`config.mk`:
```
export PLATFORM = sky130hd
export DESIGN_NAME = uvc_payload_packetizer_core
export DESIGN_NICKNAME = d
export VERILOG_FILES = /design/src/rtl/core/upp_pkg.sv /design/src/rtl/core/uvc_payload_packetizer_core.sv
export SDC_FILE = /design/constraint.sdc
export NUM_CORES = 1
export LEC_CHECK = 0
export ABC_AREA = 1
export BUFFER_PORTS_ARGS = -buffer_cell sky130_fd_sc_hd__buf_2
export CAP_MARGIN = 20
export CORE_MARGIN = 5
export CORE_UTILIZATION = 45
export CTS_CLUSTER_DIAMETER = 100
export DETAILED_ROUTE_END_ITERATION = 8
export GPL_ROUTABILITY_DRIVEN = 0
export HOLD_SLACK_MARGIN = 0.03
export PLACE_DENSITY = 0.65
export SETUP_SLACK_MARGIN = 0.05
export SLEW_MARGIN = 20
export SYNTH_ARGS = -nofsm -noshare
export SYNTH_HDL_FRONTEND = slang
export SYNTH_SLANG_ARGS = --single-unit
export TNS_END_PERCENT = 50
```
`constraint.sdc`:
```
create_clock -name clk -period 3.1 [get_ports clk]
set_input_delay 0.62 -clock clk [delete_from_list [all_inputs] [get_ports clk]]
set_output_delay 0.62 -clock clk [all_outputs]
set_load 0.02 [all_outputs]
```
`src/rtl/core/upp_pkg.sv`:
```
// Package for the video payload packetizer: word types, widths and header constants.
// It has no dependencies; the core module imports it.
package upp_pkg;

	localparam int LEN_W = 22;
	localparam int PKT_W = 14;
	localparam int TOT_W = 23;
	localparam int LIM_W = 22;
	localparam int CFG_W = 22;
	localparam int HDR_BYTES = 12;
	localparam int HDR_CNT_W = $clog2(HDR_BYTES);
	localparam int DIV_CNT_W = $clog2(LEN_W);

	localparam logic [PKT_W-1:0] PKT_MIN = PKT_W'(HDR_BYTES + 1);
	localparam logic [PKT_W-1:0] PKT_RESET = PKT_W'(1024);
	localparam logic [LIM_W-1:0] LIM_RESET = LIM_W'(3110400);
	localparam logic [TOT_W-1:0] TOT_MAX = '1;

	localparam logic [7:0] HDR_B0 = 8'h0c;
	localparam logic [7:0] HDR_B1 = 8'h8c;
	localparam logic [7:0] EOF_BIT = 8'h02;

	localparam logic KIND_START = 1'b0;
	localparam logic KIND_DATA = 1'b1;

	localparam logic CFG_PACKET_BYTES = 1'b0;
	localparam logic CFG_FRAME_LIMIT = 1'b1;

	typedef struct packed {
		logic kind;
		logic [LEN_W-1:0] frame_length;
		logic [7:0] data_byte;
	} upp_in_t;

	typedef struct packed {
		logic [7:0] out_byte;
		logic end_of_packet;
		logic is_report;
		logic rejected;
		logic [LEN_W-1:0] packet_count;
		logic [TOT_W-1:0] total_bytes;
		logic last;
	} upp_out_t;

endpackage

```
`src/rtl/core/uvc_payload_packetizer_core.sv`:
```
// Video payload packetizer core: frame checks, packet count and header insertion.
// Depends on upp_pkg for the word types, widths and header constants.
//
// A frame-start word that passes the length check gets its packet count from one restoring
// divider that produces one quotient bit per cycle over the 22-bit frame length, followed
// by a rounding step and the report step; a rejected frame goes straight to the report.
// A data byte that opens a packet is sent after the 12 header bytes, one header byte at a
// time; any other data byte is sent on its own, and a stray byte is dropped in the cycle
// it is taken. The block takes no new input word until the results of the current one
// are in the output register, which holds one finished word while the next input word
// is taken.
module uvc_payload_packetizer_core (
	input  logic clk,
	input  logic arst_n,
	input  logic in_valid,
	output logic in_stall,
	input  upp_pkg::upp_in_t in_word,
	output logic out_valid,
	input  logic out_stall,
	output upp_pkg::upp_out_t out_word,
	input  logic cfg_wen,
	input  logic cfg_index,
	input  logic [upp_pkg::CFG_W-1:0] cfg_data
);
	import upp_pkg::*;

	typedef enum logic [2:0] {
		S_IDLE,
		S_DIV,
		S_ROUND,
		S_REPORT,
		S_HDR,
		S_DATA
	} state_t;

	localparam int PROD_W = LEN_W + 4;
	localparam int SUM_W = LEN_W + 5;

	state_t state_q;
	logic [PKT_W-1:0] packet_bytes_q;
	logic [LIM_W-1:0] frame_limit_q;
	logic frame_id_q;
	logic [LEN_W-1:0] bytes_remaining_q;
	logic [PKT_W-1:0] payload_position_q;
	logic in_last_packet_q;
	logic frame_accepted_q;

	logic [LEN_W-1:0] len_q;
	logic [7:0] data_q;
	logic eop_q;
	logic rej_q;
	logic [PKT_W-1:0] divisor_q;
	logic [LEN_W-1:0] quo_q;
	logic [PKT_W-1:0] rem_q;
	logic [DIV_CNT_W-1:0] div_cnt_q;
	logic [LEN_W-1:0] packets_q;
	logic [HDR_CNT_W-1:0] hdr_cnt_q;
	logic out_valid_q;
	upp_out_t out_word_q;

	logic in_accept;
	logic out_free;
	logic [PKT_W-1:0] pkt_eff;
	logic [PKT_W-1:0] pay;
	logic too_long;
	logic [PKT_W:0] rsh;
	logic rge;
	logic [PKT_W:0] rdiff;
	logic [PKT_W-1:0] pos_inc;
	logic seg_end;
	logic [PROD_W-1:0] prod12;
	logic [SUM_W-1:0] total_sum;
	logic [TOT_W-1:0] total_sat;
	logic [7:0] hdr_byte;
	upp_out_t blank;

	assign in_accept = in_valid && !in_stall;
	assign in_stall = (state_q != S_IDLE);
	assign out_free = !out_valid_q || !out_stall;
	assign out_valid = out_valid_q;
	assign out_word = out_word_q;

	assign pkt_eff = (packet_bytes_q < PKT_MIN) ? PKT_MIN : packet_bytes_q;
	assign pay = pkt_eff - PKT_W'(HDR_BYTES);
	assign too_long = ({1'b0, in_word.frame_length} + (LEN_W+1)'(HDR_BYTES))
		> {1'b0, frame_limit_q};

	assign rsh = {rem_q, quo_q[LEN_W-1]};
	assign rge = (rsh >= {1'b0, divisor_q});
	assign rdiff = rsh - {1'b0, divisor_q};

	assign pos_inc = payload_position_q + PKT_W'(1);
	assign seg_end = (pos_inc >= pay) || (bytes_remaining_q == LEN_W'(1));

	assign prod12 = {2'b00, packets_q, 2'b00} + {1'b0, packets_q, 3'b000};
	assign total_sum = {5'b0, len_q} + {1'b0, prod12};
	assign total_sat = (total_sum > {4'b0, TOT_MAX}) ? TOT_MAX : total_sum[TOT_W-1:0];

	always_comb begin
		blank = '0;
		if (hdr_cnt_q == HDR_CNT_W'(0)) begin
			hdr_byte = HDR_B0;
		end else if (hdr_cnt_q == HDR_CNT_W'(1)) begin
			hdr_byte = HDR_B1 | {7'b0, !frame_id_q} | (in_last_packet_q ? EOF_BIT : 8'h00);
		end else begin
			hdr_byte = 8'h00;
		end
	end

	always_ff @(posedge clk or negedge arst_n) begin
		if (!arst_n) begin
			state_q <= S_IDLE;
			packet_bytes_q <= PKT_RESET;
			frame_limit_q <= LIM_RESET;
			frame_id_q <= 1'b0;
			bytes_remaining_q <= '0;
			payload_position_q <= '0;
			in_last_packet_q <= 1'b0;
			frame_accepted_q <= 1'b0;
			len_q <= '0;
			data_q <= '0;
			eop_q <= 1'b0;
			rej_q <= 1'b0;
			divisor_q <= '0;
			quo_q <= '0;
			rem_q <= '0;
			div_cnt_q <= '0;
			packets_q <= '0;
			hdr_cnt_q <= '0;
			out_valid_q <= 1'b0;
			out_word_q <= '0;
		end else begin
			if (cfg_wen) begin
				unique case (cfg_index)
					CFG_PACKET_BYTES: packet_bytes_q <= cfg_data[PKT_W-1:0];
					CFG_FRAME_LIMIT: frame_limit_q <= cfg_data[LIM_W-1:0];
					default: ;
				endcase
			end
			if (out_valid_q && !out_stall) begin
				out_valid_q <= 1'b0;
			end
			unique case (state_q)
				S_IDLE: begin
					if (in_accept && in_word.kind == KIND_START) begin
						len_q <= in_word.frame_length;
						payload_position_q <= '0;
						in_last_packet_q <= 1'b0;
						if (too_long) begin
							frame_accepted_q <= 1'b0;
							bytes_remaining_q <= '0;
							rej_q <= 1'b1;
							packets_q <= '0;
							state_q <= S_REPORT;
						end else begin
							frame_id_q <= !frame_id_q;
							frame_accepted_q <= 1'b1;
							bytes_remaining_q <= in_word.frame_length;
							rej_q <= 1'b0;
							divisor_q <= pay;
							quo_q <= in_word.frame_length;
							rem_q <= '0;
							div_cnt_q <= '0;
							state_q <= S_DIV;
						end
					end else if (in_accept && frame_accepted_q
						&& bytes_remaining_q != '0) begin
						data_q <= in_word.data_byte;
						eop_q <= seg_end;
						bytes_remaining_q <= bytes_remaining_q - LEN_W'(1);
						payload_position_q <= seg_end ? '0 : pos_inc;
						if (bytes_remaining_q == LEN_W'(1)) begin
							frame_accepted_q <= 1'b0;
						end
						if (payload_position_q == '0) begin
							in_last_packet_q <= (bytes_remaining_q <= {{(LEN_W-PKT_W){1'b0}}, pay});
							hdr_cnt_q <= '0;
							state_q <= S_HDR;
						end else begin
							state_q <= S_DATA;
						end
					end
				end
				S_DIV: begin
					rem_q <= rge ? rdiff[PKT_W-1:0] : rsh[PKT_W-1:0];
					quo_q <= {quo_q[LEN_W-2:0], rge};
					div_cnt_q <= div_cnt_q + DIV_CNT_W'(1);
					if (div_cnt_q == DIV_CNT_W'(LEN_W - 1)) begin
						state_q <= S_ROUND;
					end
				end
				S_ROUND: begin
					packets_q <= quo_q + {{(LEN_W-1){1'b0}}, (rem_q != '0)};
					state_q <= S_REPORT;
				end
				S_REPORT: begin
					if (out_free) begin
						out_valid_q <= 1'b1;
						out_word_q <= blank;
						out_word_q.is_report <= 1'b1;
						out_word_q.rejected <= rej_q;
						out_word_q.packet_count <= packets_q;
						out_word_q.total_bytes <= rej_q ? '0 : total_sat;
						out_word_q.last <= 1'b1;
						state_q <= S_IDLE;
					end
				end
				S_HDR: begin
					if (out_free) begin
						out_valid_q <= 1'b1;
						out_word_q <= blank;
						out_word_q.out_byte <= hdr_byte;
						hdr_cnt_q <= hdr_cnt_q + HDR_CNT_W'(1);
						if (hdr_cnt_q == HDR_CNT_W'(HDR_BYTES - 1)) begin
							state_q <= S_DATA;
						end
					end
				end
				S_DATA: begin
					if (out_free) begin
						out_valid_q <= 1'b1;
						out_word_q <= blank;
						out_word_q.out_byte <= data_q;
						out_word_q.end_of_packet <= eop_q;
						out_word_q.last <= 1'b1;
						state_q <= S_IDLE;
					end
				end
				default: state_q <= S_IDLE;
			endcase
		end
	end

	// A packet end is always a stream byte and always closes its input word.
	assert property (@(posedge clk) disable iff (!arst_n)
		(out_valid && out_word.end_of_packet) |-> (!out_word.is_report && out_word.last))
		else $error("end of packet on a report or a header byte");

	// A rejected frame reports no packets and no bytes.
	assert property (@(posedge clk) disable iff (!arst_n)
		(out_valid && out_word.rejected) |->
		(out_word.is_report && out_word.packet_count == '0 && out_word.total_bytes == '0))
		else $error("rejected report carries counts");

	// The divider runs exactly one step per quotient bit.
	assert property (@(posedge clk) disable iff (!arst_n)
		(state_q == S_DIV && div_cnt_q == DIV_CNT_W'(LEN_W - 1)) |=> (state_q == S_ROUND))
		else $error("divider did not finish after the last quotient bit");

	// Header bytes are only produced while a frame was open.
	assert property (@(posedge clk) disable iff (!arst_n)
		(state_q == S_IDLE && in_accept && in_word.kind == KIND_DATA && !frame_accepted_q)
		|=> (state_q == S_IDLE))
		else $error("stray data byte started the output sequencer");

endmodule
```
==> After elaboration in Yosys (flattened, before gate mapping) <==
Cells that the tools add are included.
{ "totals": {"reg_bits": 249, "out_inout_bits": 59, "input_bits": 59} }
{ "classes": {"n_addsub": 10, "n_mux": 54, "bitwise_logic": 5, "eq_ne": 22, "n_reduce_logical": 39, "order_cmp": 6} }
{ "op_table": {"columns": ["operator", "n"], "rows": [
  ["two-way mux 57 bit", 3],
  ["one-hot mux 57 bit (3 select lines)", 1],
  ["two-way mux 22 bit", 7],
  ["two-way mux 14 bit", 7],
  ["one-hot mux 22 bit (2 select lines)", 2],
  ["two-way mux 23 bit", 2],
  ["one-hot mux 14 bit (2 select lines)", 1],
  ["adder 22 x 26 -> 27 bit", 1],
  ["> comparator 27 x 23 -> 1 bit (second input constant)", 1],
  ["adder 24 x 25 -> 26 bit", 1],
  ["adder 22 x 4 -> 23 bit (second input constant)", 1],
  ["> comparator 23 x 22 -> 1 bit", 1],
  ["adder 22 x 1 -> 22 bit", 1],
  ["equality test 22 x 1 -> 1 bit (second input constant)", 1],
  ["less-or-equal comparator 22 x 14 -> 1 bit", 1],
  ["!= test 2 bit (second input constant)", 11],
  ["nonzero test 22 bit", 1],
  ["subtractor 22 x 1 -> 22 bit (second input constant)", 1],
  ["two-way mux 3 bit", 6],
  ["AND reduction 3 bit", 6],
  ["two-way mux 4 bit", 4],
  ["two-way mux 8 bit", 2],
  ["greater-or-equal comparator 15 x 14 -> 1 bit", 1],
  ["one-hot mux 3 bit (5 select lines)", 1],
  ["other kinds (36)", 72]
]} }

==> Logic depth before layout (Yosys ltp) <==
Gate-level depths: netlist of the first run.
{ "logic_depth": {"word_depth": 8, "mapped_depth": 27, "ltp_nobuf": 26} }

==> Worst setup path before layout of the first run <==
No wires, ideal clock.
{ "synth_path": {"kind": "input -> register", "from": "input port in_word[10] in the netlist's numbering", "to": "register quo_q[11]", "setup_ps": 123, "setup_slack_ps": -501, "stages": 22, "t_arrival_ps": 3478, "t_required_ps": 2977, "cell_sequence": "inv_1 > ha_1 > nor3_4 > nand3_1 > nor2_1 > nand4_1 > nor2_2 > nand4_1 > nor2_1 > nand2_1 > xor2_1 > inv_1 > ha_1 > nand3_1 > nand3b_1 > nor3_1 > nand2_1 > nand2_2 > nand3_2 > o21ai_2 > buf_6 > o21ai_2"} }
{ "synth_via": {"elab_chain_len": 4} }
{ "synth_lines": {"columns": ["element", "line", "source"], "rows": [
  ["start, declared", "uvc_payload_packetizer_core.sv:17", "input upp_pkg::upp_in_t in_word,"],
  ["adder 22 x 4 -> 23 bit", "uvc_payload_packetizer_core.sv:85", "assign too_long = ({1'b0, in_word.frame_length} + (LEN_W+1)'(HDR_BYTES))"],
  ["> comparator 23 x 22 -> 1 bit", "uvc_payload_packetizer_core.sv:86", "> {1'b0, frame_limit_q};"],
  ["!= test 2 bit (no source line)", null, null],
  ["AND reduction 3 bit (no source line)", null, null],
  ["end signal, assigned", "uvc_payload_packetizer_core.sv:161", "quo_q <= in_word.frame_length;"],
  ["end signal, assigned", "uvc_payload_packetizer_core.sv:186", "quo_q <= {quo_q[LEN_W-2:0], rge};"],
  ["end, declared", "uvc_payload_packetizer_core.sv:53", "logic [LEN_W-1:0] quo_q;"]
]} }
No other way between the ends.
A chain may end at the register's enable or synchronous reset.

==> Worst setup path in the final report of the first run <==
{ "layout_path": {"from": "input port in_word[11] in the netlist's numbering", "to": "register rem_q[7]"} }
{ "layout_via": {"elab_chain_len": 4} }
{ "layout_lines": {"columns": ["element", "line", "source"], "rows": [
  ["adder 22 x 4 -> 23 bit", "uvc_payload_packetizer_core.sv:85", null],
  ["> comparator 23 x 22 -> 1 bit", "uvc_payload_packetizer_core.sv:86", null],
  ["!= test 2 bit (no source line)", null, null],
  ["AND reduction 3 bit (no source line)", null, null],
  ["end signal, assigned", "uvc_payload_packetizer_core.sv:185", "rem_q <= rge ? rdiff[PKT_W-1:0] : rsh[PKT_W-1:0];"],
  ["end, declared", "uvc_payload_packetizer_core.sv:54", "logic [PKT_W-1:0] rem_q;"]
]} }
No other way between the ends.

==> results of run 1 <==
power by group through the flow:
stage	Clock (µW)	Combinational [µW]	Sequential [µW]
floorplan	0	7490	5630
global placement	0	10100	5650
detailed placement	0	10400	5680
CTS	3450	10800	5660
global route	3590	12600	5870
finish	3390	11100	5700
flip-flops by register name, indices dropped and copies added, names as in the netlist:
register / flops
bytes_remaining_q: 22
data_q: 8
div_cnt_q: 5
divisor_q: 14
eop_q: 1
frame_accepted_q: 1
frame_id_q: 1
frame_limit_q: 22
hdr_cnt_q: 4
in_last_packet_q: 1
len_q: 22
out_valid: 1
out_word: 57
packet_bytes_q: 14
packets_q: 22
payload_position_q: 14
quo_q: 22
rej_q: 1
rem_q: 14
state_q: 3
worst max-delay path by stage:
stage / to / slack, ps / cells past startpoint
floorplan: packets_q[16] / -430 / 24
global placement: packets_q[16] / -700 / 25
detailed placement: packets_q[6] / -810 / 25
CTS: rem_q[10] / -70 / 25
global route: rem_q[10] / -340 / 25
finish: rem_q[7] / -140 / 25
per-stage QoR:
stage                     instance area, µm²  hold slack [ps]
final                                  19290            71.92
after global routing                   19290            110.4
after CTS                              18860            77.11
after detailed placement               17590            459.7
after global placement                 17590            449.8
after floorplan                        15800            324.4
Yosys cell counts (all sizes together), types with 10 or more instances:
master	instances	area share, %
a21oi	86	2.8
a31oi	10	0.40
a32o	22	1.4
buf	33	1.5
clkbuf	32	0.80
dfrtp	238	38
dfstp	11	1.8
fa	21	2.7
ha	99	7.9
inv	220	5.3
nand2	560	14
nand3	125	4.0
nand4	30	1.2
nor2	147	3.9
nor3	29	1.1
nor4	10	0.40
o21ai	166	5.6
xnor2	25	1.4
xor2	57	3.2
layout by cell type, fill, tap and decap left out, types with 14 or more instances in the layout:
master	instances
sky130_fd_sc_hd__inv_1	203
sky130_fd_sc_hd__buf_4	107
sky130_fd_sc_hd__nor2_1	127
sky130_fd_sc_hd__dfrtp_1	237
sky130_fd_sc_hd__a32o_1	22
sky130_fd_sc_hd__o21ai_2	18
sky130_fd_sc_hd__inv_2	14
sky130_fd_sc_hd__nand4_1	29
sky130_fd_sc_hd__nor2_2	15
sky130_fd_sc_hd__nand2_2	17
sky130_fd_sc_hd__buf_2	114
sky130_fd_sc_hd__buf_12	15
sky130_fd_sc_hd__clkbuf_16	30
sky130_fd_sc_hd__nor3_1	20
sky130_fd_sc_hd__xnor2_1	24
sky130_fd_sc_hd__nand2_1	529
sky130_fd_sc_hd__xor2_1	56
sky130_fd_sc_hd__fa_1	20
sky130_fd_sc_hd__ha_1	92
sky130_fd_sc_hd__a21oi_1	73
sky130_fd_sc_hd__nand3_1	110
sky130_fd_sc_hd__o21ai_1	31
sky130_fd_sc_hd__o21ai_0	116
per-layer routing:
metal / routed length, µm / part of all wire, %
met5: 0 / 0
met4: 1428 / 3.3
met3: 2544 / 5.9
met2: 19990 / 46
met1: 19340 / 45
cells by family (layout without fill, tap and decap cells):
family | count (synthesis) | in the layout
AND/OR/NAND/NOR | 921 | 922
XOR/XNOR | 82 | 82
buffers and inverters | 285 | 520
adder cells (fa/ha/maj) | 120 | 120
flip-flops | 249 | 249
AO/OA/AOI/OAI | 330 | 330
final cells by class:
cell class,instances,area share [%]
clock buffers,41,4.353
well taps,455,2.952
multi-input cells,1454,45.58
flip-flops and latches,249,32.39
inverters,220,4.425
clock inverters,10,0.5774
repair buffers,249,9.725
repair_timing:
item | CTS | global route
pin swaps | 20 | 21
endpoints found under the setup margin | 142 | 142
cloned | 2 | 4
hold buffers | 0 | 0
setup buffers | 7 | 7
gates resized for setup | 57 | 77
==> tab_implementation.tex, run 1 <==
\begin{tabular}{lr}
\hline
Metric & Value \\
\hline
\multicolumn{2}{l}{\textbf{Outcome}} \\
\quad Outcome & finished with violations \\
\quad Failing checks & negative setup slack \\
\multicolumn{2}{l}{\textbf{Critical path}} \\
\quad Crit path kind & in -> reg \\
\quad Setup crit start kind & input port \\
\quad Maximum single-stage delay on the critical path & 290 ps \\
\quad Total buffers and inverters traversed by the critical path & 5 \\
\quad R2r worst-path depth & 16 \\
\quad Worst path arrival time & 3710 ps \\
\quad Setup crit start & in\_word[11] \\
\quad Critical path's top delay family & simple AND/OR/NAND/NOR gates \\
\quad CP endpoint kind & flip-flop \\
\quad Slowest library cell on the worst path & sky130\_fd\_sc\_hd\_\_ha\_4 \\
\quad Worst reg2reg path startpoint & payload\_position\_q[2] \\
\quad Reg-to-reg critical path endpoint & payload\_position\_q[2] \\
\quad Register-to-Register Setup Slack & 140 ps \\
\quad Crit path max fanout & 6 \\
\quad Required @ worst endpoint & 3560 ps \\
\multicolumn{2}{l}{\textbf{Power and ir drop}} \\
\quad Clk pwr share & 16.8\% \\
\quad Standby leakage power & 0.009834 µW \\
\quad Pwr dens & 1048 mW/mm² \\
\quad Share of total power in combinational logic & 55.0\% \\
\quad Share of total power in sequential cells & 28.2\% \\
\quad Maximum ir drop on the vdd rail & 0.0005916 V \\
\quad Total power consumption of the routed design & 20220 µW \\
\quad Proportion of total power due to net switching & 45.49\% \\
\quad Internal power & 11020 µW \\
\quad Net Sw Power & 9196 µW \\
\multicolumn{2}{l}{\textbf{Clock tree}} \\
\quad Worst-case clock buffer depth & 3 \\
\quad Clock tree from TritonCTS & built \\
\quad Cell at the root of the clock tree & sky130\_fd\_sc\_hd\_\_clkbuf\_16 \\
\quad Insertion delay to the later sink of the worst-skew pair & 550 ps \\
\quad CTS H-tree depth & 1 \\
\quad CTS buffer count & 28 \\
\quad CTS sink count & 249 \\
\quad Clock edge transition at the registers on the reported setup and hold paths & 60 ps \\
\multicolumn{2}{l}{\textbf{Yosys}} \\
\quad Warning count from the yosys run & 0 \\
\quad Simple-gate area share of the yosys netlist & 25.06\% \\
\quad Sequential fraction of the synthesis area & 39.72\% \\
\quad Post-synthesis cell type count & 62 \\
\quad Count of mapped cells out of synthesis & 1987 \\
\quad Number of flip-flops and latches in the synthesized netlist & 249 \\
\quad Combinational family with the most area after synthesis & simple AND/OR/NAND/NOR gates \\
\quad Area of the mapped netlist & 0.01572 mm² \\
\quad Dominant synthesized flop cell & sky130\_fd\_sc\_hd\_\_dfrtp\_1 \\
\quad Avg Synthesized Cell Area & 7.912 µm² \\
\quad Portion of netlist area occupied by mux cells & 0\% \\
\quad Synth Area in Compound Gates & 12.54\% \\
\quad Xor and xnor area share after synthesis & 4.568\% \\
\quad Net count after synthesis & 2166 \\
\quad Ys async rst share & 100.0\% \\
\quad Number of enable-type register cells in the synthesized netlist & 0 \\
\quad Adder and majority cell fraction of the synthesized area & 10.55\% \\
\multicolumn{2}{l}{\textbf{Finish}} \\
\quad Nets & 2381 \\
\quad Diode count & 0 \\
\quad Fin cells & 2678 \\
\quad Area growth from synthesis to final layout & 22.67\% \\
\quad Sequential standard cell area & 0.006246 mm² \\
\quad Util after Layout & 55.83\% \\
\quad Layout filler cell count & 3186 \\
\quad Share of layout cells above drive strength 1 & 20.74\% \\
\quad Combined area of the multi-input logic cells & 0.008791 mm² \\
\multicolumn{2}{l}{\textbf{Global routing}} \\
\quad GR met3 Demand/Resource & 3.145\% \\
\quad Met1 Resource Use GR & 30.38\% \\
\quad Initial antenna violation count & 0 \\
\quad Global-route met2 utilization & 35.87\% \\
\quad All-Layer GR Usage & 21.83\% \\
\quad Grt ovf & 0 \\
\quad Pin count of the biggest net entering global routing & 83 \\
\quad Busiest metal layer after global routing & met2 \\
\quad Number of global-route vias before repair & 13700 \\
\quad Global-route wire length before repair & 70.60 mm \\
\multicolumn{2}{l}{\textbf{Routing}} \\
\quad Post-DR vias/cell & 5.275 \\
\quad Routed WL per cell & 16.17 µm \\
\quad DRC violation count after routing & 0 \\
\quad Routed wire length & 43.30 mm \\
\quad Number of nets with antenna violations after detailed routing & 0 \\
\quad Via total after detailed routing & 14130 \\
\quad Router iterations before antenna repair & 5 \\
\quad Starting DRT DRC Count & 910 \\
\multicolumn{2}{l}{\textbf{Timing}} \\
\quad Final worst setup slack & -142.0 ps \\
\quad Final worst path period share & 104.6\% \\
\quad Worst clock skew on the final layout & 14.40 ps \\
\quad Hold violation total from the final report & 0 \\
\quad Fmax & 308.5 MHz \\
\quad RSZ-0062 raised after global routing & yes \\
\quad Clock period minus final worst setup slack & 3242 ps \\
\quad Max-slew violations & 0 \\
\quad Worst slew margin & 34.86\% \\
\quad Final TNS setup & -8143 ps \\
\quad Slew at the pin with the worst max-slew slack & 977.1 ps \\
\quad Final setup violating endpoints & 101 \\
\multicolumn{2}{l}{\textbf{Floorplanning}} \\
\quad Die Area & 0.03877 mm² \\
\quad Width of the chip & 196.9 µm \\
\quad Number of cell rows & 68 \\
\quad Vertical die dimension & 196.9 µm \\
\quad Area of the core & 0.03454 mm² \\
\quad I/O pin count & 118 \\
\quad Initial core utilization & 45.51\% \\
\multicolumn{2}{l}{\textbf{Run}} \\
\quad MaxCap Viol Count & 0 \\
\multicolumn{2}{l}{\textbf{Hold path}} \\
\quad Min-Delay Path Class & in -> async \\
\multicolumn{2}{l}{\textbf{Placement}} \\
\quad Number of placed instances with taps included & 2608 \\
\quad Buffers on Ports & 117 \\
\quad Post-DP HPWL & 32.12 mm \\
\quad Post-Place Setup Slack & -813.2 ps \\
\hline
\end{tabular}
No activity file was read; power rests on OpenSTA's default activity.
==> run 2: changes to the inputs <==
ABC_AREA = unset   (was 1)
GPL_TIMING_DRIVEN = 0   (was unset)
==> tab_implementation.tex, run 2 <==
\begin{tabular}{lr}
\hline
Metric & Value \\
\hline
\multicolumn{2}{l}{\textbf{Yosys}} \\
\quad Ys async rst share & 100.0\% (unchanged) \\
\quad Sequential fraction of the synthesis area & 40.81\% (+1.1 points) \\
\quad Dominant cells by area after synthesis & sky130\_fd\_sc\_hd\_\_dfrtp\_1, sky130\_fd\_sc\_hd\_\_ha\_1, sky130\_fd\_sc\_hd\_\_nand2\_1, sky130\_fd\_sc\_hd\_\_xnor2\_1, sky130\_fd\_sc\_hd\_\_mux2\_2 \\
\quad Top cells by count, synth & sky130\_fd\_sc\_hd\_\_dfrtp\_1, sky130\_fd\_sc\_hd\_\_nand2\_1, sky130\_fd\_sc\_hd\_\_ha\_1 \\
\quad Post-synthesis cell type count & 78 (+26\%) \\
\quad Area of the mapped netlist & 0.01530 mm² (-2.7\%) \\
\quad Net count after synthesis & 1777 (-18\%) \\
\quad Dominant synthesized flop cell & sky130\_fd\_sc\_hd\_\_dfrtp\_1 \\
\quad Area share of the largest cell type after synthesis & 38.92\% (+1.0 points) \\
\quad Biggest area consumer among synthesized cells & sky130\_fd\_sc\_hd\_\_dfrtp\_1 \\
\quad Avg Synthesized Cell Area & 9.576 µm² (+21\%) \\
\quad Number of enable-type register cells in the synthesized netlist & 0 (unchanged) \\
\quad Cell with the most instances after synthesis & sky130\_fd\_sc\_hd\_\_dfrtp\_1 \\
\quad Count of mapped cells out of synthesis & 1598 (-20\%) \\
\quad Number of flip-flops and latches in the synthesized netlist & 249 (unchanged) \\
\quad Warning count from the yosys run & 0 (unchanged) \\
\multicolumn{2}{l}{\textbf{Finish}} \\
\quad Combined area of the multi-input logic cells & 0.009379 mm² (+6.7\%) \\
\quad Most common cell after layout, fill and taps aside & sky130\_fd\_sc\_hd\_\_dfrtp\_1 \\
\quad Fin cells & 2286 (-15\%) \\
\quad Area growth from synthesis to final layout & 27.27\% \\
\quad Commonest cells after routing, fill and taps aside & sky130\_fd\_sc\_hd\_\_dfrtp\_1, sky130\_fd\_sc\_hd\_\_nand2\_1, sky130\_fd\_sc\_hd\_\_buf\_2 \\
\quad Share of layout cells above drive strength 1 & 27.03\% (+6.3 points) \\
\quad Number of flip-flops in the largest register & 57 (unchanged) \\
\quad Layout filler cell count & 2914 (-8.5\%) \\
\quad Sequential standard cell area & 0.006254 mm² (+0.12\%) \\
\quad Nets & 1992 (-16\%) \\
\multicolumn{2}{l}{\textbf{Critical path}} \\
\quad Crit path max fanout & 5 (-1) \\
\quad Crit path kind & reg -> reg \\
\quad Reg-to-reg critical path endpoint & payload\_position\_q[3] \\
\quad Maximum single-stage delay on the critical path & 530 ps (+240 ps) \\
\quad Worst reg2reg path startpoint & packet\_bytes\_q[7] \\
\quad Register-to-Register Setup Slack & -640 ps (-780 ps) \\
\quad Setup crit start kind & flip-flop \\
\quad Total buffers and inverters traversed by the critical path & 1 (-4) \\
\quad Worst path arrival time & 4180 ps (+470 ps) \\
\quad R2r worst-path depth & 16 (unchanged) \\
\quad CP endpoint kind & flip-flop \\
\quad Critical path, cell by cell & or4\_4 > nand2b\_4 > or4\_4 > nand2b\_4 > ha\_4 > nor2\_4 > xnor2\_4 > ha\_4 > o21a\_1 > o21ai\_2 > a21oi\_2 > o22ai\_2 > o21a\_2 > or2\_4 > clkbuf\_16 > a32o\_1 \\
\quad Required @ worst endpoint & 3540 ps (-20 ps) \\
\quad Slowest library cell on the worst path & sky130\_fd\_sc\_hd\_\_or4\_4 \\
\quad Critical path's top delay family & simple AND/OR/NAND/NOR gates \\
\multicolumn{2}{l}{\textbf{Hold path}} \\
\quad Endpoint of the worst hold-timing path & data\_q[1] \\
\quad Min-Delay Path Class & in -> reg \\
\quad Hold Crit Start & in\_word[1] \\
\quad Min-Delay Path Depth & 2 \\
\multicolumn{2}{l}{\textbf{Clock tree}} \\
\quad Cell at the root of the clock tree & sky130\_fd\_sc\_hd\_\_clkbuf\_16 \\
\quad Clock edge transition at the registers on the reported setup and hold paths & 60 ps (about the same) \\
\quad Clock tree from TritonCTS & built \\
\quad CTS buffer count & 28 (unchanged) \\
\quad Insertion delay to the later sink of the worst-skew pair & 560 ps (about the same) \\
\quad Worst-case clock buffer depth & 3 (unchanged) \\
\quad CTS H-tree depth & 1 (unchanged) \\
\quad CTS sink count & 249 (unchanged) \\
\multicolumn{2}{l}{\textbf{Floorplanning}} \\
\quad Initial core utilization & 45.63\% (+0.12 points) \\
\quad Number of cell rows & 67 (-1.5\%) \\
\quad Width of the chip & 194.4 µm (-1.3\%) \\
\quad Vertical die dimension & 194.4 µm (-1.3\%) \\
\quad I/O pin count & 118 (unchanged) \\
\quad Die Area & 0.03779 mm² (-2.5\%) \\
\quad Area of the core & 0.03353 mm² (-2.9\%) \\
\multicolumn{2}{l}{\textbf{Timing}} \\
\quad Worst clock skew on the final layout & 24.24 ps (+9.839 ps) \\
\quad RSZ-0062 raised after global routing & yes \\
\quad Final worst setup slack & -638.1 ps (-496.1 ps) \\
\quad Fmax & 267.5 MHz (-13\%) \\
\quad Final setup violating endpoints & 139 (+38\%) \\
\quad Final worst path period share & 120.6\% (+16 points) \\
\quad Worst slew margin & 30.12\% (-4.7 points) \\
\quad Hold violation total from the final report & 0 (unchanged) \\
\quad Clock period minus final worst setup slack & 3738 ps (+496.1 ps) \\
\quad Max-slew violations & 0 (unchanged) \\
\quad Slew at the pin with the worst max-slew slack & 1040 ps (+63.05 ps) \\
\multicolumn{2}{l}{\textbf{Global routing}} \\
\quad All-Layer GR Usage & 22.39\% (+0.56 points) \\
\quad Number of global-route vias before repair & 13150 (-4.0\%) \\
\quad Initial antenna violation count & 3 (+3) \\
\quad Grt ovf & 0 (unchanged) \\
\quad Pin count of the biggest net entering global routing & 73 (-12\%) \\
\quad Global-route wire length before repair & 69.72 mm (-1.3\%) \\
\multicolumn{2}{l}{\textbf{Placement}} \\
\quad Buffers on Ports & 115 (-1.7\%) \\
\quad Number of placed instances with taps included & 2164 (-17\%) \\
\quad Post-Place Setup Slack & -1341 ps (-527.4 ps) \\
\quad Post-DP HPWL & 32.35 mm (+0.72\%) \\
\multicolumn{2}{l}{\textbf{Power and ir drop}} \\
\quad Pwr dens & 974.3 mW/mm² (-7.0\%) \\
\quad Standby leakage power & 0.008871 µW (-9.8\%) \\
\quad Maximum ir drop on the vdd rail & 0.0004741 V (-20\%) \\
\multicolumn{2}{l}{\textbf{Run}} \\
\quad MaxCap Viol Count & 0 (unchanged) \\
\multicolumn{2}{l}{\textbf{Routing}} \\
\quad Routed WL per cell & 19.56 µm (+21\%) \\
\quad Routed wire length & 44.73 mm (+3.3\%) \\
\quad Number of nets with antenna violations after detailed routing & 0 (unchanged) \\
\quad Via total after detailed routing & 13300 (-5.8\%) \\
\quad DRC violation count after routing & 0 (unchanged) \\
\quad Router iterations before antenna repair & 5 (unchanged) \\
\quad Starting DRT DRC Count & 976 (+7.3\%) \\
\quad Post-DR vias/cell & 5.819 (+10\%) \\
\multicolumn{2}{l}{\textbf{Outcome}} \\
\quad Outcome & finished with violations \\
\quad Failing checks & negative setup slack \\
\hline
\end{tabular}
==> run 2: worst max-delay path by stage <==
stage,startpoint,end,slack (ps),cells past startpoint
2_1_floorplan,packet_bytes_q[5],payload_position_q[10],-560,17
3_3_place_gp,arst_n,payload_position_q[7],-3110,1
3_5_place_dp,in_word[10],divisor_q[12],-1340,15
4_1_cts,packet_bytes_q[4],payload_position_q[6],-740,17
5_1_grt,packet_bytes_q[7],eop_q,-800,16
6_report,packet_bytes_q[7],payload_position_q[3],-640,16
==> run 2: cells by family (layout without fill, tap and decap cells) <==
logic type | count (synthesis) | count (layout) | synth area share (%)
xor+xnor | 102 | 102 | 5.936
compound gates | 411 | 411 | 17.95
mux | 69 | 69 | 4.898
fa+ha+maj | 122 | 122 | 10.98
buf+inv | 149 | 386 | 3.835
simple gates | 496 | 496 | 15.59
flops | 249 | 249 | 40.81
other cells | 0 | 3 | 0
==> run 2: metrics by stage <==
stage	area (µm²)	power, µW	setup TNS, ps	hold WS, ps	util, %
CTS	18870	18250	-40820	277.4	56.29
detailed placement	16740	13630	-146570	464.8	49.93
floorplan	15510	11380	-45860	324.4	-
finish	19470	18970	-42850	292.4	58.08
global placement	16650	13380	-893330	456.9	49.65
global route	19470	20280	-63390	283.6	58.07
==> run 2: what timing repair did <==
item                                   4_1_cts  5_1_grt
pin swaps                                   66       32
gates cloned                                 7        8
resized for setup                          161       91
buffers inserted                            46       12
endpoints found under the hold margin        6        0
setup endpoints to repair                  153      143
hold buffers                                 1        0
==> run 2: layout make-up <==
cell class,count,share of cell area [%]
Multi-Input combinational cell,1200,48.16
Sequential cell,249,32.11
Timing Repair Buffer,190,7.851
Clock buffer,40,4.195
Tap cell,448,2.878
Buffer,65,2.197
Inverter,79,1.574
Clock inverter,12,0.9958
Antenna cell,3,0.03855
==> run 2: routing by layer <==
layer | wire [µm] | GRT usage (%) | vias up | part of all wire, %
li1 | - | - | 6237 | -
met1 | 19220 | 30.14 | 6524 | 43
met2 | 21260 | 38.00 | 441 | 48
met3 | 2794 | 2.961 | 99 | 6.2
met4 | 1440 | 6.641 | 2 | 3.2
met5 | 13 | 0 | - | 0.029
==> run 2: power breakdown <==
| group | leakage, µW | total (µW) | switching [µW] | internal, µW |
|---|---|---|---|---|
| logic | 0.00518 | 9940 | 5660 | 4280 |
| clock network | 0.000491 | 3620 | 1380 | 2240 |
| registers | 0.00320 | 5410 | 1180 | 4240 |
| total | 0.00887 | 19000 | 8220 | 10800 |
